**src/rtl/hcbd_pkg.sv**
```systemverilog
`timescale 1ns / 1ps

package hcbd_pkg;

  localparam int unsigned ADDRESS_BITS_DEF = 16;
  localparam int unsigned KEY_BITS         = 64;
  localparam int unsigned JOY_BITS         = 6;
  localparam int unsigned CFG_INDEX_BITS   = 1;
  localparam int unsigned CFG_DATA_BITS    = 2;
  localparam int unsigned FIFO_DEPTH       = 4;

  // configuration register indexes
  localparam logic [CFG_INDEX_BITS-1:0] CFG_HAS_BASIC_ROM = 1'd0;
  localparam logic [CFG_INDEX_BITS-1:0] CFG_CART_TYPE     = 1'd1;

  localparam logic [1:0] CART_TYPE_NONE = 2'd0;
  localparam logic [1:0] CART_TYPE_32K  = 2'd3;

  // bus addresses
  localparam logic [15:0] ADDR_LOW_BANK   = 16'h4000;
  localparam logic [15:0] ADDR_HIGH_BANK  = 16'h8000;
  localparam logic [15:0] ADDR_ROM_END    = 16'hC000;
  localparam logic [15:0] ADDR_IO_BASE    = 16'hE000;
  localparam logic [15:0] ADDR_VDP_DATA   = 16'hE000;
  localparam logic [15:0] ADDR_VDP_CTRL   = 16'hE002;
  localparam logic [15:0] ADDR_CART_OFF   = 16'hE108;
  localparam logic [15:0] ADDR_CART_ON    = 16'hE10C;
  localparam logic [15:0] ADDR_ZERO_A     = 16'hE110;
  localparam logic [15:0] ADDR_PSG        = 16'hE200;
  localparam logic [15:0] ADDR_JOY_ONE    = 16'hE800;
  localparam logic [15:0] ADDR_ZERO_B     = 16'hE820;
  localparam logic [15:0] ADDR_KEYS_A     = 16'hEA00;
  localparam logic [15:0] ADDR_KEYS_B     = 16'hEC00;
  localparam logic [15:0] ADDR_CASS_JOY   = 16'hEE00;
  localparam logic [7:0]  CASS_PAGE       = 8'hEE;

  localparam logic [1:0]  CASS_SUB_OUT    = 2'd0;
  localparam logic [1:0]  CASS_SUB_REMOTE = 2'd1;

  // cru addresses, low 12 bits
  localparam logic [8:0]  CRU_KEY_BASE    = 9'h1D8;  // 0xEC0 >> 3
  localparam logic [11:0] CRU_CASS_IN     = 12'hED0;

  typedef enum logic [1:0] {
    OP_MEM_READ  = 2'd0,
    OP_MEM_WRITE = 2'd1,
    OP_CRU_READ  = 2'd2,
    OP_CASS_IN   = 2'd3
  } op_e;

  typedef enum logic [2:0] {
    KIND_DATA      = 3'd0,
    KIND_ROM_FETCH = 3'd1,
    KIND_VDP_READ  = 3'd2,
    KIND_VDP_WRITE = 3'd3,
    KIND_PSG_WRITE = 3'd4,
    KIND_CASS_OUT  = 3'd5,
    KIND_REMOTE    = 3'd6,
    KIND_INT4      = 3'd7
  } kind_e;

  localparam logic [1:0] ROM_IPL   = 2'd0;
  localparam logic [1:0] ROM_BASIC = 2'd1;
  localparam logic [1:0] ROM_CART  = 2'd2;

  typedef struct packed {
    kind_e       kind;
    logic [7:0]  value;
    logic [1:0]  rom_sel;
    logic [14:0] rom_off;
    logic        vdp_port;
    logic        level;
    logic        last;
  } res_t;

  // unconnected matrix positions read as zero
  localparam logic [7:0] ROW_MASK [8] = '{
    8'hFF, 8'hFF, 8'hFF, 8'hFF, 8'hFF, 8'hFC, 8'hDE, 8'h0F
  };

  function automatic logic [7:0] key_row(logic [KEY_BITS-1:0] keys, logic [2:0] row);
    return keys[8*row +: 8] & ROW_MASK[row];
  endfunction

  // joystick to bits 2..7: b1, b2, down, left, up, right
  function automatic logic [7:0] joy_byte(logic [JOY_BITS-1:0] j);
    return {j[3], j[0], j[2], j[1], j[5], j[4], 2'b00};
  endfunction

endpackage

```
**src/rtl/home_computer_bus_decoder.sv**
```systemverilog
`timescale 1ns / 1ps
// results are registered into the result fifo before they reach the output
// throughput: one item per cycle while in_ready_o stays high and items give at most one result each;
//   an item with two results (remote off) takes two output beats
// in_ready_o follows the fill of a four-entry result fifo that needs two free slots
// reset: rst_ni low clears config, cart mapping, cassette state and the fifo at once
module home_computer_bus_decoder #(
  parameter int unsigned ADDRESS_BITS = hcbd_pkg::ADDRESS_BITS_DEF
) (
  input  logic                                clk_i,
  input  logic                                rst_ni,
  // configuration write channel
  input  logic                                cfg_valid_i,
  output logic                                cfg_ready_o,
  input  logic [hcbd_pkg::CFG_INDEX_BITS-1:0] cfg_index_i,
  input  logic [hcbd_pkg::CFG_DATA_BITS-1:0]  cfg_data_i,
  // bus event channel
  input  logic                                in_valid_i,
  output logic                                in_ready_o,
  input  logic [1:0]                          operation_i,
  input  logic [ADDRESS_BITS-1:0]             address_i,
  input  logic [7:0]                          write_data_i,
  input  logic                                cassette_level_i,
  input  logic [hcbd_pkg::KEY_BITS-1:0]       key_rows_i,
  input  logic [hcbd_pkg::JOY_BITS-1:0]       joy_one_i,
  input  logic [hcbd_pkg::JOY_BITS-1:0]       joy_two_i,
  // result channel
  output logic                                out_valid_o,
  input  logic                                out_ready_i,
  output logic [2:0]                          result_kind_o,
  output logic [7:0]                          read_value_o,
  output logic [1:0]                          rom_select_o,
  output logic [14:0]                         rom_offset_o,
  output logic                                vdp_port_o,
  output logic                                signal_level_o,
  output logic                                last_result_o
);

  localparam int unsigned PTR_BITS = $clog2(hcbd_pkg::FIFO_DEPTH);
  localparam int unsigned CNT_BITS = $clog2(hcbd_pkg::FIFO_DEPTH + 1);
  localparam logic [CNT_BITS-1:0] FILL_LIMIT = CNT_BITS'(hcbd_pkg::FIFO_DEPTH - 2);

  // configuration and bus state
  logic       has_basic_q;
  logic [1:0] cart_type_q;
  logic       cart_mapped_q, cart_mapped_d;
  logic       cass_sig_q, cass_sig_d;
  logic       cass_rem_q, cass_rem_d;

  // result fifo
  hcbd_pkg::res_t        fifo_q [hcbd_pkg::FIFO_DEPTH];
  logic [PTR_BITS-1:0]   wr_ptr_q, rd_ptr_q;
  logic [CNT_BITS-1:0]   count_q;

  logic                  in_fire, out_fire, cfg_fire;
  hcbd_pkg::res_t        res0, res1;
  logic [1:0]            n_res;

  logic [15:0]           addr;
  logic [11:0]           cru;
  logic [7:0]            r0, r6, r7, v;
  logic                  rm;

  assign cfg_ready_o = 1'b1;
  assign cfg_fire    = cfg_valid_i;
  assign in_ready_o  = (count_q <= FILL_LIMIT);
  assign in_fire     = in_valid_i && in_ready_o;
  assign out_valid_o = (count_q != '0);
  assign out_fire    = out_valid_o && out_ready_i;

  assign addr = 16'(address_i);
  assign cru  = addr[11:0];
  assign r0   = hcbd_pkg::key_row(key_rows_i, 3'd0);
  assign r6   = hcbd_pkg::key_row(key_rows_i, 3'd6);
  assign r7   = hcbd_pkg::key_row(key_rows_i, 3'd7);
  assign rm   = (write_data_i == 8'h00);

  // decode one bus event into up to two results and the next state
  always_comb begin
    res0          = '0;
    res1          = '0;
    n_res         = 2'd0;
    v             = 8'hFF;
    cart_mapped_d = cart_mapped_q;
    cass_sig_d    = cass_sig_q;
    cass_rem_d    = cass_rem_q;
    unique case (hcbd_pkg::op_e'(operation_i))
      hcbd_pkg::OP_MEM_READ: begin
        n_res = 2'd1;
        if (addr < hcbd_pkg::ADDR_ROM_END) begin
          res0.kind = hcbd_pkg::KIND_ROM_FETCH;
          if (cart_mapped_q && cart_type_q == hcbd_pkg::CART_TYPE_32K &&
              addr >= hcbd_pkg::ADDR_LOW_BANK) begin
            // 32k cartridge covers 0x4000-0xbfff
            res0.rom_sel = hcbd_pkg::ROM_CART;
            res0.rom_off = 15'(addr - hcbd_pkg::ADDR_LOW_BANK);
          end else if (addr < hcbd_pkg::ADDR_HIGH_BANK) begin
            res0.rom_sel = hcbd_pkg::ROM_IPL;
            res0.rom_off = addr[14:0];
          end else begin
            res0.rom_sel = cart_mapped_q ? hcbd_pkg::ROM_CART : hcbd_pkg::ROM_BASIC;
            res0.rom_off = addr[14:0];
          end
        end else if (addr < hcbd_pkg::ADDR_IO_BASE) begin
          res0.kind  = hcbd_pkg::KIND_DATA;
          res0.value = 8'hFF;
        end else if (addr == hcbd_pkg::ADDR_VDP_DATA || addr == hcbd_pkg::ADDR_VDP_CTRL) begin
          res0.kind     = hcbd_pkg::KIND_VDP_READ;
          res0.vdp_port = (addr == hcbd_pkg::ADDR_VDP_CTRL);
        end else begin
          if (addr == hcbd_pkg::ADDR_ZERO_A || addr == hcbd_pkg::ADDR_ZERO_B) begin
            v = 8'h00;
          end else if (addr == hcbd_pkg::ADDR_JOY_ONE) begin
            v = hcbd_pkg::joy_byte(joy_one_i);
          end else if (addr == hcbd_pkg::ADDR_KEYS_A) begin
            v = {r0[1], r0[0], r6[3], r6[6], r6[7], r6[4], 2'b00};
          end else if (addr == hcbd_pkg::ADDR_KEYS_B) begin
            v = {r7[3:0], r0[7], r0[6], 2'b00};
          end else if (addr == hcbd_pkg::ADDR_CASS_JOY) begin
            v = hcbd_pkg::joy_byte(joy_two_i);
          end
          res0.kind  = hcbd_pkg::KIND_DATA;
          res0.value = v;
        end
      end
      hcbd_pkg::OP_MEM_WRITE: begin
        if (addr < hcbd_pkg::ADDR_IO_BASE) begin
          n_res = 2'd0;
        end else if (addr == hcbd_pkg::ADDR_VDP_DATA || addr == hcbd_pkg::ADDR_VDP_CTRL) begin
          n_res         = 2'd1;
          res0.kind     = hcbd_pkg::KIND_VDP_WRITE;
          res0.value    = write_data_i;
          res0.vdp_port = (addr == hcbd_pkg::ADDR_VDP_CTRL);
        end else if (addr == hcbd_pkg::ADDR_CART_OFF && has_basic_q) begin
          cart_mapped_d = 1'b0;
        end else if (addr == hcbd_pkg::ADDR_CART_ON && has_basic_q) begin
          cart_mapped_d = 1'b1;
        end else if (addr == hcbd_pkg::ADDR_PSG) begin
          n_res      = 2'd1;
          res0.kind  = hcbd_pkg::KIND_PSG_WRITE;
          res0.value = write_data_i;
        end else if (addr[15:8] == hcbd_pkg::CASS_PAGE && addr[4:0] == 5'd0) begin
          if (addr[7:6] == hcbd_pkg::CASS_SUB_OUT) begin
            if (addr[5] != cass_sig_q) begin
              n_res      = 2'd1;
              res0.kind  = hcbd_pkg::KIND_CASS_OUT;
              res0.level = addr[5];
              cass_sig_d = addr[5];
            end
          end else if (addr[7:6] == hcbd_pkg::CASS_SUB_REMOTE) begin
            if (rm != cass_rem_q) begin
              cass_rem_d = rm;
              if (!rm) begin
                // remote off drops int4 before the remote beat
                n_res      = 2'd2;
                res0.kind  = hcbd_pkg::KIND_INT4;
                res1.kind  = hcbd_pkg::KIND_REMOTE;
                res1.level = 1'b0;
              end else begin
                n_res      = 2'd1;
                res0.kind  = hcbd_pkg::KIND_REMOTE;
                res0.level = 1'b1;
              end
            end
          end
        end
      end
      hcbd_pkg::OP_CRU_READ: begin
        n_res = 2'd1;
        if (cru[11:3] == hcbd_pkg::CRU_KEY_BASE) begin
          v = hcbd_pkg::key_row(key_rows_i, cru[2:0]);
          if (cru[2:0] == 3'd4) begin
            v = v | hcbd_pkg::joy_byte(joy_one_i);
          end else if (cru[2:0] == 3'd5) begin
            v = v | hcbd_pkg::joy_byte(joy_two_i);
          end
        end else if (cru == hcbd_pkg::CRU_CASS_IN) begin
          v = {7'd0, cass_sig_q};
        end
        res0.kind  = hcbd_pkg::KIND_DATA;
        res0.value = v;
      end
      hcbd_pkg::OP_CASS_IN: begin
        if (cassette_level_i != cass_sig_q) begin
          cass_sig_d = cassette_level_i;
          if (cass_rem_q) begin
            n_res      = 2'd1;
            res0.kind  = hcbd_pkg::KIND_INT4;
            res0.level = cassette_level_i;
          end
        end
      end
      default: begin
        n_res = 2'd0;
      end
    endcase
    res0.last = (n_res == 2'd1);
    res1.last = 1'b1;
  end

  // control state; config writes must come only while idle, the block itself does not enforce this
  always_ff @(posedge clk_i or negedge rst_ni) begin
    if (!rst_ni) begin
      has_basic_q   <= 1'b0;
      cart_type_q   <= hcbd_pkg::CART_TYPE_NONE;
      cart_mapped_q <= 1'b0;
      cass_sig_q    <= 1'b0;
      cass_rem_q    <= 1'b0;
      wr_ptr_q      <= '0;
      rd_ptr_q      <= '0;
      count_q       <= '0;
    end else begin
      if (cfg_fire) begin
        if (cfg_index_i == hcbd_pkg::CFG_HAS_BASIC_ROM) begin
          has_basic_q <= cfg_data_i[0];
        end else begin
          cart_type_q   <= cfg_data_i;
          cart_mapped_q <= (cfg_data_i != hcbd_pkg::CART_TYPE_NONE);
        end
      end else if (in_fire) begin
        cart_mapped_q <= cart_mapped_d;
      end
      if (in_fire) begin
        cass_sig_q <= cass_sig_d;
        cass_rem_q <= cass_rem_d;
        wr_ptr_q   <= wr_ptr_q + PTR_BITS'(n_res);
      end
      if (out_fire) begin
        rd_ptr_q <= rd_ptr_q + 1'b1;
      end
      count_q <= count_q + (in_fire ? CNT_BITS'(n_res) : '0) - CNT_BITS'(out_fire);
    end
  end

  // result storage, payload only
  always_ff @(posedge clk_i) begin
    if (in_fire && n_res != 2'd0) begin
      fifo_q[wr_ptr_q] <= res0;
    end
    if (in_fire && n_res == 2'd2) begin
      fifo_q[wr_ptr_q + 1'b1] <= res1;
    end
  end

  assign result_kind_o  = fifo_q[rd_ptr_q].kind;
  assign read_value_o   = fifo_q[rd_ptr_q].value;
  assign rom_select_o   = fifo_q[rd_ptr_q].rom_sel;
  assign rom_offset_o   = fifo_q[rd_ptr_q].rom_off;
  assign vdp_port_o     = fifo_q[rd_ptr_q].vdp_port;
  assign signal_level_o = fifo_q[rd_ptr_q].level;
  assign last_result_o  = fifo_q[rd_ptr_q].last;

endmodule

```
**config.mk**
```make
export PLATFORM = sky130hd
export DESIGN_NAME = home_computer_bus_decoder
export DESIGN_NICKNAME = d
export VERILOG_FILES = /design/src/rtl/hcbd_pkg.sv /design/src/rtl/home_computer_bus_decoder.sv
export SDC_FILE = /design/constraint.sdc
export NUM_CORES = 1
export LEC_CHECK = 0
export BUFFER_PORTS_ARGS = -buffer_cell sky130_fd_sc_hd__buf_2
export CAP_MARGIN = 20
export CORE_ASPECT_RATIO = 0.7
export CORE_MARGIN = 2
export CORE_UTILIZATION = 55
export DETAILED_ROUTE_END_ITERATION = 8
export GPL_TIMING_DRIVEN = 0
export HOLD_SLACK_MARGIN = 0.08
export PLACE_DENSITY = 0.79
export SETUP_SLACK_MARGIN = 0.2
export SYNTH_ARGS = -nofsm -noshare
export SYNTH_HDL_FRONTEND = slang
export SYNTH_SLANG_ARGS = --single-unit
export TNS_END_PERCENT = 30
```
**constraint.sdc**
```tcl
create_clock -name clk_i -period 3.8 [get_ports clk_i]
set_input_delay 1.14 -clock clk_i [delete_from_list [all_inputs] [get_ports clk_i]]
set_output_delay 1.14 -clock clk_i [all_outputs]
set_load 0.03 [all_outputs]
```
[Yosys cells after proc, flatten, opt, wreduce, memory -nomap -nowiden]
Memory sizes are Yosys's and may differ from the RTL's.
Index checks and enable logic that the tools add are counted.
Storage, ports and cells
  RAM bits: 124
  register bits: 13
  memory bits (read-only): 64
  word-level logic and storage cells: 203
  bits in latches: 0
  memories kept: 2
  output and inout bits: 34
  input port bits: 111
Operators by class
  add/sub/neg operators: 6
  shift-type cells: 1
  magnitude comparators: 6
  bitwise operators: 11
  equal/unequal tests: 38
  divide/modulo/power cells: 0
  mux-type cells: 103
  multipliers: 0
  reduce and logical (&&, ||, !) cells: 28
Memories
  fifo_q: depth 4, width 31, rd ports 1, clocked after memory_dff 0, write ports 2, line home_computer_bus_decoder.sv:51  | hcbd_pkg::res_t fifo_q [hcbd_pkg::FIFO_DEPTH];
  (no name shown): depth 8, width 8, rd ports 1, clocked after memory_dff 0, write ports 0, line hcbd_pkg.sv:82  | return keys[8*row +: 8] & ROW_MASK[row];
Operator list (number)
  16-bit == test, second input constant: 11
  8-bit 2-to-1 mux: 14
  17-bit 2-to-1 mux: 4
  64-bit by 7-bit indexed part select with 8-bit output: 1
  3-bit 2-to-1 mux: 20
  11-bit 2-to-1 mux: 5
  16-bit less-than comparator, second input constant: 3
  1-bit 2-to-1 mux: 40
  2-bit 2-to-1 mux: 14
  8-bit one-hot mux with 3 select lines: 1
  2-bit != test, second input constant: 11
  11-bit AND reduction: 2
  16-bit by 15-bit >= comparator with 1-bit output, second input constant: 1
  8-bit bitwise OR: 2
  15-bit subtractor, second input constant: 1
  12-bit == test, second input constant: 1
  3-bit one-hot mux with 4 select lines: 1
  2-bit nonzero test: 5
  9-bit == test, second input constant: 1
  1-bit logical AND: 9
  8-bit bitwise AND: 1
  2-bit == test, second input constant: 4
  8-bit == test, second input constant: 1
  8-bit logical NOT: 1
  21 further kinds: 39

[Longest topological paths before layout]
  depth in word-level cells: 16
  mapped depth: 18
  gate-level depth less buffers: 14

[Least setup slack after synthesis]
OpenSTA, ideal clock, no wires.
  kind: in2reg
  from: input address_i[0]
  to: register count_q[2]
  setup time: 0.123 ns
  required time: 3.677 ns
  buffers on the path: 4
  slack: -0.938 ns
  arrival time: 4.616 ns
  stages: 18
  path through: clkbuf_1 buf_2 clkbuf_1 inv_1 ha_1 or3b_1 buf_2 nor4_4 nand3_1 a21oi_4 nand2_1 ha_1 inv_1 ha_1 inv_1 fa_1 xor2_1 xnor2_1
On the way
  word-level cells in the longest chain between the ends: 12
  elaborated cells between the ends (all ways): 21
  classes of those cells: add/sub: 2; order compare: 1; eq/ne: 5; mux: 8; reduce/logical: 5
RTL lines
  start: declaration: line home_computer_bus_decoder.sv:21  | input logic [ADDRESS_BITS-1:0] address_i,
  5-bit logical NOT: line home_computer_bus_decoder.sv:142  | end else if (addr[15:8] == hcbd_pkg::CASS_PAGE && addr[4:0] == 5'd0) begin
  1-bit logical AND: line home_computer_bus_decoder.sv:142
  2-bit 2-to-1 mux: line home_computer_bus_decoder.sv:142
  2-bit 2-to-1 mux: line home_computer_bus_decoder.sv:138  | end else if (addr == hcbd_pkg::ADDR_PSG) begin
  2-bit 2-to-1 mux: line home_computer_bus_decoder.sv:136  | end else if (addr == hcbd_pkg::ADDR_CART_ON && has_basic_q) begin
  2-bit 2-to-1 mux: line home_computer_bus_decoder.sv:134  | end else if (addr == hcbd_pkg::ADDR_CART_OFF && has_basic_q) begin
  2-bit 2-to-1 mux: line home_computer_bus_decoder.sv:129  | end else if (addr == hcbd_pkg::ADDR_VDP_DATA || addr == hcbd_pkg::ADDR_VDP_CTRL) begin
  2-bit 2-to-1 mux *: line home_computer_bus_decoder.sv:127  | if (addr < hcbd_pkg::ADDR_IO_BASE) begin
  2-bit one-hot mux with 3 select lines *: line home_computer_bus_decoder.sv:87  | unique case (hcbd_pkg::op_e'(operation_i))
  2-bit 2-to-1 mux *: line home_computer_bus_decoder.sv:231  | count_q <= count_q + (in_fire ? CNT_BITS'(n_res) : '0) - CNT_BITS'(out_fire);
  3-bit by 2-bit adder with 3-bit output *: line home_computer_bus_decoder.sv:231
  3-bit by 1-bit subtractor with 3-bit output *: line home_computer_bus_decoder.sv:231
  end signal: assignment: line home_computer_bus_decoder.sv:231
  end: declaration: line home_computer_bus_decoder.sv:53  | logic [CNT_BITS-1:0] count_q;
Every way passes the cells marked *; elsewhere a longest branch is shown, timed or not.
A chain may end at the register's enable or synchronous reset.

[Final worst setup path]
Ends and elaborated chain as after synthesis.

==> impl_metrics.env <==
export IMPL_drt_wl_total_mm=25.5
export IMPL_synth_seq_cells=137
export IMPL_seq_area_frac_synth_pct=38.3
export IMPL_port_buffers=136
export IMPL_nets=1079
export IMPL_p_leak_nw=3.94
export IMPL_rsz0062_at_grt="true"
export IMPL_cap_violations=0
export IMPL_period_share_pct=96.4
export IMPL_power_switching_w=0.00268
export IMPL_max_slew_margin_rel_pct=40.4
export IMPL_vdd_ir_drop_max_uv=326
export IMPL_synth_avg_cell_area_um2=9.56
export IMPL_core_area_um2=13300
export IMPL_postCtsHoldBufs=0
export IMPL_path_clk_slew_ps=60
export IMPL_synth_cells=789
export IMPL_grt_usage_pct=35.2
export IMPL_use_met1_pct=47.7
export IMPL_final_antenna_net_count=0
export IMPL_status="finished clean"
export IMPL_dr_pass1_iters=6
export IMPL_required_ps=4110
export IMPL_synth_async_reset_ratio_pct=9.49
export IMPL_grt_start_max_net_pins=17
export IMPL_slew_violations=0
export IMPL_drtIter0Drc=854
export IMPL_gr_total_overflow=0
export IMPL_fin_setup_tns_ps=0
export IMPL_hp_start="fifo_q[0][18]"
export IMPL_num_rows=35
export IMPL_skew_ps=12.0
export IMPL_n_antenna_cell=0
export IMPL_antenna_found_initial=0
export IMPL_synth_nets=912
export IMPL_yosys_warnings=0
export IMPL_via_per_inst=6.52
export IMPL_whs_ps=480
export IMPL_startpoint="address_i[0]"
export IMPL_via_count=7525
export IMPL_internal_power_w=0.00417
export IMPL_drc=0
export IMPL_switching_share_pct=39.1
export IMPL_worstPathMaxFanout=6
export IMPL_setup_violations=0
export IMPL_seqPwrFrac_pct=34.8
export IMPL_wl_per_cell_um=22.1
export IMPL_p_comb_share_pct=41.5
export IMPL_final_hold_viol_count=0
export IMPL_htreeDepth=4
export IMPL_dpl_hpwl_mm=18.4
export IMPL_synthDistinctLibCells=75
export IMPL_grt_busiest_layer="met2"
export IMPL_synthFlopType="dfxtp_1"
export IMPL_numClockSinks=137
export IMPL_insertion_delay_ps=430
export IMPL_worst_slew_pin_slew_ps=889
export IMPL_root_buffer="clkbuf_16"
export IMPL_crit_arrival_ps=3970
export IMPL_cts_buffers=17
export IMPL_start_util_pct=56.8
export IMPL_startpoint_type="primary input"
export IMPL_path_class="primary input to flip-flop"
export IMPL_grt_pass1_wl_mm=38.5
export IMPL_syn_cell_area_um2=7540
export IMPL_hold_path_class="flip-flop to flip-flop"
export IMPL_use_met2_pct=56.5
export IMPL_power_frac_clock_pct=23.8
export IMPL_drive_gt1_share_pct=32.4
export IMPL_cts_tree="built"
export IMPL_grt_pass1_vias=7042
export IMPL_dieWidth_um=144
export IMPL_place_gp_congestion=0.994
export IMPL_p_total_w=0.00685
export IMPL_final_min_clock_period_ps=3660
export IMPL_grt_util_met3_pct=7.97
export IMPL_endpoint_kind="flip-flop"
export IMPL_fmax_mhz=273
export IMPL_die_area_um2=14700
export IMPL_cellPowerDensity_nw_per_um2=728
export IMPL_pin_count=145
export IMPL_crit_reg2reg_launch="cass_sig_q"
export IMPL_die_h_um=102
export IMPL_cts_buffer_depth=2
export IMPL_synth_edf_count=8
export IMPL_syn2layout_area_growth_pct=24.7
## timing repair
item                                   in CTS  in global routing
cloned                                      0                  0
gates resized for setup                    32                 37
pin swaps                                   8                  8
setup endpoints to repair                 157                151
setup buffers                               9                  3
endpoints found under the hold margin       0                  0
## state kept, by name, indices dropped and copies added (netlist names), 2 cells and up
name,cells
fifo_q,124
cart_type_q,2
wr_ptr_q,2
rd_ptr_q,2
count_q,3
## critical path, cell delays in order
cell       delay, ps
buf_8            100
clkbuf_16        130
buf_12           110
clkbuf_16        140
clkinv_8          40
ha_4             100
or3b_4           370
buf_8            150
nor4_4           200
nand3_2          140
a21oi_4          180
nand2_2          100
ha_4             240
inv_2             60
ha_4             120
inv_2             30
fa_2             340
xor2_2           150
xnor2_1          120
## final timing paths
| kind | slack [ps] | depth (start not counted) | endpoint |
|---|---|---|---|
| max in group asynchronous | 2880 | 1 | cass_rem_q |
| worst min register to register | 480 | 2 | fifo_q[0][18] |
| worst max register to register | 940 | 13 | count_q[2] |
| worst min-delay path | 480 | 2 | fifo_q[0][18] |
| worst max-delay path | 140 | 19 | count_q[2] |
| min in group asynchronous | 640 | 1 | wr_ptr_q[1] |
## metrics by stage
stage          std cells  cell area (um^2)  setup slack (ps)  utilization (%)
5_1_grt             1154              9410              48.4             70.9
3_3_place_gp        1110              8560              -855             64.5
3_5_place_dp        1110              8560              -891             64.5
2_1_floorplan        789              7640              -433                -
4_1_cts             1151              9270             -83.1             69.9
6_report            1154              9410               138             70.9
## per-layer routing
metal	vias up	part of all wire [%]	wire [um]
li1	3315	-	-
met1	3593	40	10100
met2	553	45	11600
met3	64	12	3110
met4	0	2.7	695
met5	-	0	0
## cell type report
type / count / area, um^2
multi-input combinational: 568 / 4440
fill: 1014 / 3860
sequential: 137 / 2890
timing repair buffer: 148 / 781
clock buffer: 18 / 450
buffer: 69 / 420
tap: 185 / 231
clock inverter: 14 / 126
inverter: 15 / 71.3
## logic make-up after synthesis
family	synth area share, %
AND/OR/NAND/NOR	18.5
other	0.0497
adder cells (fa/ha/maj)	2.09
buffers and inverters	4.60
XOR/XNOR	0.813
flip-flops	38.3
multiplexers	14.5
AO/OA/AOI/OAI	21.2
## cell usage in the layout (no fill, tap or decap), types with 9 or more instances in the layout
| cell | instances |
|---|---|
| clkbuf_1 | 28 |
| a21oi_1 | 24 |
| a211oi_1 | 35 |
| clkbuf_16 | 21 |
| clkbuf_2 | 14 |
| o21ai_0 | 9 |
| a21o_1 | 11 |
| inv_1 | 10 |
| nor2b_1 | 13 |
| mux4_2 | 42 |
| buf_2 | 149 |
| a22oi_1 | 68 |
| dfrtp_1 | 13 |
| nor3_1 | 20 |
| buf_4 | 14 |
| dfxtp_1 | 116 |
| nor4_1 | 9 |
| mux2i_1 | 9 |
| nor2_1 | 152 |
| nand2_1 | 19 |
## synthesized netlist by cell type (all sizes together), types with 3 or more instances
| cell type | n | area share (%) |
|---|---|---|
| nor4 | 11 | 1.1 |
| o21a | 6 | 0.60 |
| xor2 | 3 | 0.35 |
| ha | 11 | 1.8 |
| a221oi | 10 | 1.8 |
| o22ai | 9 | 0.91 |
| nor2 | 152 | 7.6 |
| or4 | 5 | 0.55 |
| xnor2 | 4 | 0.46 |
| a31oi | 5 | 0.41 |
| o21bai | 6 | 0.60 |
| mux4 | 42 | 13 |
| mux2i | 9 | 1.2 |
| edfxtp | 8 | 3.2 |
| a221o | 5 | 0.66 |
| nor3 | 25 | 1.9 |
| nand2b | 8 | 0.66 |
| clkbuf | 48 | 2.4 |
| a22oi | 68 | 6.8 |
| nand3 | 8 | 0.60 |
| or2 | 7 | 0.58 |
| a21o | 11 | 1.1 |
| a21boi | 4 | 0.45 |
| nand4 | 3 | 0.25 |
| dfxtp | 116 | 31 |
| mux2 | 5 | 0.75 |
| or3 | 7 | 0.71 |
| a21oi | 27 | 1.9 |
| nand2 | 20 | 1.0 |
| a211oi | 37 | 3.7 |
| dfrtp | 13 | 4.3 |
| inv | 14 | 0.70 |
| nor2b | 13 | 1.1 |
| o21ai | 10 | 0.66 |
| buf | 21 | 1.5 |
## power by group through the flow
stage	combinational, W	sequential (W)	clock [W]
after detailed placement	0.00275	0.00238	0
after global routing	0.00306	0.00243	0.00169
after floorplan	0.00210	0.00228	0
after CTS	0.00279	0.00236	0.00162
after global placement	0.00269	0.00236	0
final	0.00284	0.00238	0.00163
(Power assumes the default switching activity.)
